===== src/rtl/pps_counter_timestamp_corrector_top_macros.svh =====
// ----------------------------------------------------------------------------
// PPS timestamp corrector assertion macros
// Implication checks, same-cycle and next-cycle, shared by the RTL files.
// ----------------------------------------------------------------------------
`ifndef PPS_COUNTER_TIMESTAMP_CORRECTOR_TOP_MACROS_SVH
`define PPS_COUNTER_TIMESTAMP_CORRECTOR_TOP_MACROS_SVH

`ifndef NO_ASSERTIONS

`define PCTC_ASSERT_IMP(name, clk, rst, ante, cons) \
  name: assert property (@(posedge clk) disable iff (rst) (ante) |-> (cons)) \
    else $error("pctc: same-cycle check failed");

`define PCTC_ASSERT_NXT(name, clk, rst, ante, cons) \
  name: assert property (@(posedge clk) disable iff (rst) (ante) |=> (cons)) \
    else $error("pctc: next-cycle check failed");

`else

`define PCTC_ASSERT_IMP(name, clk, rst, ante, cons)

`define PCTC_ASSERT_NXT(name, clk, rst, ante, cons)

`endif

`endif


===== src/rtl/pctc_pkg.sv =====
// ----------------------------------------------------------------------------
// PPS timestamp corrector package
// Shared types and constants.
// ----------------------------------------------------------------------------
package pctc_pkg;

  typedef struct packed {
    logic [30:0] count_ns;
    logic [30:0] host_sec;
    logic [29:0] host_nsec;
  } sample_t;

  localparam logic [30:0] GEN2_COUNT_MAX = 31'd1398080000;
  localparam logic [30:0] GEN3_COUNT_MAX = 31'd1048560000;
  // floor(max * 0.96)
  localparam logic [30:0] GEN2_THRESH    = 31'd1342156800;
  localparam logic [30:0] GEN3_THRESH    = 31'd1006617600;

  localparam logic [29:0] HALF_SEC_NS    = 30'd500000000;

  localparam logic [32:0] SEC_X1 = 33'd1000000000;
  localparam logic [32:0] SEC_X2 = 33'd2000000000;
  localparam logic [32:0] SEC_X3 = 33'd3000000000;
  localparam logic [32:0] SEC_X4 = 33'd4000000000;

  localparam logic signed [30:0] NSEC_LIM_P = 31'sd1000000000;
  localparam logic signed [30:0] NSEC_LIM_N = -31'sd1000000000;

endpackage


===== src/rtl/pctc_sec_mod.sv =====
// ----------------------------------------------------------------------------
// PPS timestamp corrector one-second remainder
// Truncated (sign keeping) remainder of a 34-bit sum by 1e9.
// ----------------------------------------------------------------------------
module pctc_sec_mod (
  input  logic signed [33:0] sum,
  output logic signed [30:0] nsec
);
  import pctc_pkg::*;

  logic        neg;
  logic [33:0] mag_full;
  logic [32:0] mag;
  logic [32:0] rem;
  logic [29:0] rem_lo;

  assign neg      = sum[33];
  assign mag_full = neg ? 34'(-sum) : sum;
  assign mag      = mag_full[32:0];

  // |sum| stays below 2^32, so at most four seconds come off
  always_comb begin
    if (mag >= SEC_X4) begin
      rem = mag - SEC_X4;
    end else if (mag >= SEC_X3) begin
      rem = mag - SEC_X3;
    end else if (mag >= SEC_X2) begin
      rem = mag - SEC_X2;
    end else if (mag >= SEC_X1) begin
      rem = mag - SEC_X1;
    end else begin
      rem = mag;
    end
  end

  assign rem_lo = rem[29:0];
  assign nsec   = neg ? 31'(-{1'b0, rem_lo}) : {1'b0, rem_lo};

endmodule


===== src/rtl/pctc_core.sv =====
`include "pps_counter_timestamp_corrector_top_macros.svh"
// ----------------------------------------------------------------------------
// PPS timestamp corrector core
// Counter tracking state, nanosecond accumulation and seconds correction.
// ----------------------------------------------------------------------------
module pctc_core (
  input  logic              clk,
  input  logic              rst,
  input  logic              cfg_wen,
  input  logic              cfg_wdata,
  input  logic              fire,
  input  pctc_pkg::sample_t sample,
  output logic [31:0]       stamp_sec_next,
  output logic [30:0]       stamp_nsec_next
);
  import pctc_pkg::*;

  logic              counter_gen2;
  logic [30:0]       last_count;
  logic signed [30:0] accum_nsec;
  logic signed [30:0] last_accum_nsec;
  logic [31:0]       last_stamp_sec;
  logic              near_wrap_flag;
  logic              sensor_leads_flag;

  logic [30:0]       cmax;
  logic [30:0]       thresh;
  logic              above;
  logic [32:0]       delta;
  logic              dec;
  logic [32:0]       wrap_moved;
  logic signed [32:0] moved;
  logic              pps_reset;
  logic signed [30:0] accum_base;
  logic signed [33:0] sum;
  logic signed [30:0] accum_next;
  logic              near_wrap_next;
  logic [31:0]       host_ext;
  logic              host_late;
  logic              nsec_up;
  logic [31:0]       accum_diff;
  logic              cond_dec;
  logic              cond_inc;
  logic              cond_hold;
  logic              leads_next;

  assign cmax   = counter_gen2 ? GEN2_COUNT_MAX : GEN3_COUNT_MAX;
  assign thresh = counter_gen2 ? GEN2_THRESH : GEN3_THRESH;
  assign above  = sample.count_ns > thresh;

  assign delta      = {2'b00, sample.count_ns} - {2'b00, last_count};
  assign dec        = delta[32];
  assign wrap_moved = {2'b00, sample.count_ns} + {2'b00, cmax} - {2'b00, last_count};
  assign pps_reset  = !above && dec && !near_wrap_flag;

  always_comb begin
    if (!above && dec) begin
      moved = near_wrap_flag ? $signed(wrap_moved) : $signed({2'b00, sample.count_ns});
    end else begin
      moved = $signed(delta);
    end
  end

  assign accum_base     = pps_reset ? '0 : accum_nsec;
  assign sum            = 34'(accum_base) + 34'(moved);
  assign near_wrap_next = above ? 1'b1 : (dec ? 1'b0 : near_wrap_flag);

  pctc_sec_mod u_sec_mod (
    .sum  (sum),
    .nsec (accum_next)
  );

  assign host_ext   = {1'b0, sample.host_sec};
  assign host_late  = sample.host_nsec > HALF_SEC_NS;
  assign nsec_up    = !accum_next[30] && (accum_next[29:0] > HALF_SEC_NS);
  assign accum_diff = 32'(accum_next) - 32'(last_accum_nsec);

  assign cond_dec  = (host_ext != last_stamp_sec) && nsec_up;
  assign cond_inc  = accum_diff[31] && host_late;
  assign cond_hold = sensor_leads_flag && host_late;

  always_comb begin
    if (cond_dec) begin
      stamp_sec_next = host_ext - 32'd1;
      leads_next     = sensor_leads_flag;
    end else if (cond_inc || cond_hold) begin
      stamp_sec_next = host_ext + 32'd1;
      leads_next     = 1'b1;
    end else begin
      stamp_sec_next = host_ext;
      leads_next     = 1'b0;
    end
  end

  assign stamp_nsec_next = accum_next;

  always_ff @(posedge clk) begin
    if (rst) begin
      counter_gen2      <= 1'b0;
      last_count        <= '0;
      accum_nsec        <= '0;
      last_accum_nsec   <= '0;
      last_stamp_sec    <= '0;
      near_wrap_flag    <= 1'b0;
      sensor_leads_flag <= 1'b0;
    end else begin
      if (cfg_wen) begin
        counter_gen2 <= cfg_wdata;
      end
      if (fire) begin
        last_count        <= sample.count_ns;
        accum_nsec        <= accum_next;
        last_accum_nsec   <= accum_next;
        last_stamp_sec    <= stamp_sec_next;
        near_wrap_flag    <= near_wrap_next;
        sensor_leads_flag <= leads_next;
      end
    end
  end

  `PCTC_ASSERT_IMP(a_accum_range, clk, rst, 1'b1, ($signed(accum_nsec) < NSEC_LIM_P) && ($signed(accum_nsec) > NSEC_LIM_N))
  `PCTC_ASSERT_NXT(a_near_set, clk, rst, fire && above, near_wrap_flag)
  `PCTC_ASSERT_NXT(a_near_clear, clk, rst, fire && !above && dec, !near_wrap_flag)

endmodule


===== src/rtl/pps_counter_timestamp_corrector_top.sv =====
`include "pps_counter_timestamp_corrector_top_macros.svh"
// ----------------------------------------------------------------------------
// PPS counter timestamp corrector
// Takes one sample beat per cycle while sample_stall is low (counter value in
// ns since the last PPS plus host seconds and nanoseconds) and returns one
// corrected timestamp beat for each. A beat is held in an input register, and
// the correction runs in a single pass of logic from there into the result
// register, so a new sample can be taken every cycle unless the output stalls;
// the limit is the loop through the counter and accumulator state. counter_gen2
// selects the counter maximum and may be written only while no beat is in
// flight.
// ----------------------------------------------------------------------------
module pps_counter_timestamp_corrector_top (
  input  logic        clk,
  input  logic        rst,
  input  logic        cfg_wen,
  input  logic        cfg_wdata,
  input  logic        sample_valid,
  output logic        sample_stall,
  input  logic [30:0] count_ns,
  input  logic [30:0] host_sec,
  input  logic [29:0] host_nsec,
  output logic        stamp_valid,
  input  logic        stamp_stall,
  output logic [31:0] stamp_sec,
  output logic [30:0] stamp_nsec
);
  import pctc_pkg::*;

  logic        s0_valid;
  sample_t     s0;
  logic        adv;
  logic        take;
  logic [31:0] stamp_sec_next;
  logic [30:0] stamp_nsec_next;
  logic [31:0] s0_host_ext;

  assign adv          = s0_valid && (!stamp_valid || !stamp_stall);
  assign sample_stall = s0_valid && !adv;
  assign take         = sample_valid && !sample_stall;
  assign s0_host_ext  = {1'b0, s0.host_sec};

  always_ff @(posedge clk) begin
    if (rst) begin
      s0_valid <= 1'b0;
    end else if (take) begin
      s0_valid <= 1'b1;
    end else if (adv) begin
      s0_valid <= 1'b0;
    end
  end

  always_ff @(posedge clk) begin
    if (take) begin
      s0.count_ns  <= count_ns;
      s0.host_sec  <= host_sec;
      s0.host_nsec <= host_nsec;
    end
  end

  pctc_core u_core (
    .clk             (clk),
    .rst             (rst),
    .cfg_wen         (cfg_wen),
    .cfg_wdata       (cfg_wdata),
    .fire            (adv),
    .sample          (s0),
    .stamp_sec_next  (stamp_sec_next),
    .stamp_nsec_next (stamp_nsec_next)
  );

  always_ff @(posedge clk) begin
    if (rst) begin
      stamp_valid <= 1'b0;
    end else if (adv) begin
      stamp_valid <= 1'b1;
    end else if (!stamp_stall) begin
      stamp_valid <= 1'b0;
    end
  end

  always_ff @(posedge clk) begin
    if (adv) begin
      stamp_sec  <= stamp_sec_next;
      stamp_nsec <= stamp_nsec_next;
    end
  end

  `PCTC_ASSERT_NXT(a_adv_out, clk, rst, adv, stamp_valid)
  `PCTC_ASSERT_NXT(a_sec_window, clk, rst, adv, (stamp_sec == $past(s0_host_ext)) || (stamp_sec == $past(s0_host_ext) + 32'd1) || (stamp_sec == $past(s0_host_ext) - 32'd1))

endmodule

===== config.mk =====
export PLATFORM = sky130hd
export DESIGN_NAME = pps_counter_timestamp_corrector_top
export DESIGN_NICKNAME = d
export VERILOG_FILES = /design/src/rtl/pctc_pkg.sv /design/src/rtl/pctc_sec_mod.sv /design/src/rtl/pctc_core.sv /design/src/rtl/pps_counter_timestamp_corrector_top.sv
export VERILOG_INCLUDE_DIRS = /design/src /design/src/rtl
export SDC_FILE = /design/constraint.sdc
export NUM_CORES = 1
export LEC_CHECK = 0
export ABC_AREA = 1
export BUFFER_PORTS_ARGS = -buffer_cell sky130_fd_sc_hd__buf_2
export CORE_ASPECT_RATIO = 1.25
export CORE_MARGIN = 1.5
export CORE_UTILIZATION = 55
export DETAILED_ROUTE_END_ITERATION = 8
export GPL_TIMING_DRIVEN = 0
export PLACE_DENSITY = 0.69
export RECOVER_POWER = 100
export SLEW_MARGIN = 20
export SYNTH_ARGS = -nofsm -noshare
export SYNTH_HDL_FRONTEND = slang
export SYNTH_SLANG_ARGS = --single-unit

===== constraint.sdc =====
create_clock -name clk -period 20.8 [get_ports clk]
set_clock_uncertainty 0.15 [all_clocks]
set_input_delay 1.04 -clock clk [delete_from_list [all_inputs] [get_ports clk]]
set_output_delay 1.04 -clock clk [all_outputs]
set_load 0.01 [all_outputs]

==> impl_metrics.toml <==
[final_layout]
n_fill_cell = 4560
nets = 4250
syn_to_final_growth_pct = 9.05
instances_no_fill = 4590
antenna_cells = 0
utilization = 0.605
drive_gt1_frac = 0.0799

[yosys]
ys_async_sr_fraction = 0
synthFlopType = "edfxtp_1"
synth_nets = 4056
synthesis.area_um2 = 24400
yosys_warnings = 0
synth_area_leaders = "edfxtp_1 19%, nand2_1 17%, dfxtp_1 8.1%"
yosysTopAreaCellShare = 0.191
avgSynthCellArea_um2 = 6.42
synth-seq-cells = 254
synth_cell_types = 66
postSynthCellCount = 3804
synth_edf_count = 155
yosys.area.top_type = "edfxtp_1"
seq_area_frac_synth = 0.272

[power_and_ir_drop]
p_leak_uw = 0.0131
report.power.total_uw = 4690
powerDensity_nw_per_um2 = 176
vdd_ir_drop_max_mv = 0.143

[global_routing]
grt_pass1_wl_mm = 124
grt_max_degree = 65
grtUsageTotal = 0.350
antenna_found_initial = 3
grt_pass1_vias = 23200
overflow = 0

[timing]
timing.final.crit_share = 0.776
maxSlewHeadroom = -1.14
finalSetupViolations = 0
finalHoldViolCount = 0
rsz0062_at_grt = "false"
fin_crit_ps = 16150
max_freq_mhz = 61.9
fin_tns_setup_ps = 0
finalMaxSlewViolations = 122
tightest_slew_ps = 3200

[cts]
ctsHoldBuffers = 0
cts_sinks = 254
post_cts_buffers = 0
cts_resized = 0
clock_latency_ps = 580
clkTransAtPathRegs_ps = 60
cts_tree = "done"
cts.path.max_buffers = 3
cts_made_buffers = 27
h-tree-depth = 1
ctsRootBufferMaster = "clkbuf_16"

[worst_setup_path]
worstPathMaxFanout = 10
critPathLaunch = "s0[63]$_DFFE_PP_"
worst_r2r_endpoint = "u_core.last_stamp_sec[16]$_SDFFE_PP0P_"
worstSetupPathType = "reg -> reg"
cpPeakStageDelay_ps = 930
r2r_slack_ps = 4650
crit_path_end = "u_core.last_stamp_sec[16]$_SDFFE_PP0P_"
worstPathRequired_ps = 21170
crit-reg2reg-launch = "s0[63]$_DFFE_PP_"
worst_setup_path_start_kind = "register"
rr_worst_depth = 88
crit_top_cell = "nand2_1"
crit_arrival_ps = 16510
cpMaxStageDelayCell = "nor2_1"
crit_path_end_kind = "register"

[die]
dieArea_um2 = 45700
coreArea_um2 = 44000
fp.dieH_um = 239
io_pins = 163
fp-row-count = 86
die_w_um = 191
start_util = 0.555

[drt]
wl_per_cell_um = 17.6
postRouteAntennaNets = 0
drc_errors = 0
first_iter_violations = 1821
routed_wl_mm = 80.9
vias = 25300
drt-pass1-iter-count = 6
avgViaCountPerCell = 5.50

[placed_design]
portBuffers = 161
dp.final_hpwl_mm = 65.7
place_congestion = 1.02
numPlacedInstances = 4541

[status]
violations = "max-capacitance violations, max-slew violations"
status = "complete, but fails checks"

[hold_path]
hp-class = "reg -> reg"
min_path_cells = 2

[run]
cap_violations = 3
[cells in the mapped netlist (all sizes together), types with 5 or more instances]
cell	count
a31oi	13
a211oi	8
dfxtp	99
nand4	71
a21oi	212
buf	48
nand2	1183
o21ai	188
o21bai	12
and2	5
ha	151
xor2	120
edfxtp	155
mux2i	13
xnor2	24
a21o	5
nor2	382
clkbuf	61
a21boi	7
or2	16
nor3	40
clkinv	7
inv	540
nand3	373
nor4	22
nand3b	7
o211ai	12
[power by group]
group          switching [uW]  internal, uW  total (uW)  leakage, uW
Combinational            2430          1020        3460       0.0104
Sequential               43.3           699         742      0.00231
Clock                     212           284         496     0.000428
[per-layer routing]
| metal | global-route usage | routed length (um) |
|---|---|---|
| met4 | 0.191 | 4940 |
| met5 | 0 | 40 |
| met3 | 0.0399 | 4800 |
| met2 | 0.600 | 37900 |
| met1 | 0.427 | 33200 |
[placed cells by master (no fill, tap or decap), types with 117 or more instances in the layout]
| cell type | instances |
|---|---|
| nand2_1 | 1145 |
| inv_1 | 504 |
| nor2_1 | 358 |
| nand3_1 | 349 |
| a21oi_1 | 209 |
| o21ai_0 | 178 |
| edfxtp_1 | 155 |
| ha_1 | 151 |
| clkbuf_1 | 145 |
| xor2_1 | 118 |
| buf_2 | 117 |
[sequential cells by signal, indices dropped and copies added, names as in the netlist]
| register | cells |
|---|---|
| u_core.last_accum_nsec | 31 |
| u_core.sensor_leads_flag | 1 |
| u_core.last_stamp_sec | 32 |
| stamp_sec | 32 |
| u_core.counter_gen2 | 1 |
| stamp_nsec | 31 |
| stamp_valid | 1 |
| u_core.near_wrap_flag | 1 |
| s0 | 92 |
| u_core.last_count | 31 |
| s0_valid | 1 |
[final cells by class]
type | instances | area [um2] | area share
plain buffers | 109 | 528 | 0.0198
clock inverters | 15 | 171 | 0.00644
multi-input cells | 2894 | 15100 | 0.565
inverters | 547 | 2060 | 0.0773
flip-flops and latches | 254 | 6640 | 0.249
repair buffers | 165 | 741 | 0.0278
well taps | 572 | 716 | 0.0269
clock buffers | 34 | 722 | 0.0271
[how the worst min path moves through the flow]
stage	slack, ps	startpoint	endpoint
floorplan	280	u_core.last_count[2]$_SDFFE_PP0P_	u_core.last_count[2]$_SDFFE_PP0P_
global placement	300	u_core.last_count[4]$_SDFFE_PP0P_	u_core.last_count[4]$_SDFFE_PP0P_
detailed placement	300	u_core.last_count[5]$_SDFFE_PP0P_	u_core.last_count[5]$_SDFFE_PP0P_
CTS	310	u_core.last_count[5]$_SDFFE_PP0P_	u_core.last_count[5]$_SDFFE_PP0P_
global route	340	u_core.last_count[5]$_SDFFE_PP0P_	u_core.last_count[5]$_SDFFE_PP0P_
finish	310	u_core.last_count[6]$_SDFFE_PP0P_	u_core.last_count[6]$_SDFFE_PP0P_
[through the flow]
stage	cell area (um2)	setup WS [ps]	hold WS, ps
finish	26600	4650	309
global route	26600	3300	345
CTS	26900	6480	312
detailed placement	26000	6560	302
global placement	25900	6590	298
floorplan	24400	9850	283
[cells by family (layout without fill, tap and decap cells)]
| kind of cell | after synthesis | after routing | synth area share |
|---|---|---|---|
| fa+ha+maj | 154 | 154 | 0.0798 |
| xor+xnor | 144 | 144 | 0.0526 |
| compound gates | 475 | 475 | 0.106 |
| mux | 13 | 13 | 0.00533 |
| flops | 254 | 254 | 0.272 |
| simple gates | 2108 | 2108 | 0.377 |
| buf+inv | 656 | 870 | 0.108 |
[critical path, delay by kind of cell, from the launching register on]
kind	cells	cell delay (ps)
and+or+nand+nor	53	8030
AOI/OAI and AO/OA	16	3050
DFF	1	440
adders and majority gates	4	1390
buffers and inverters	15	3010
Power figures use the tool's default switching activity.
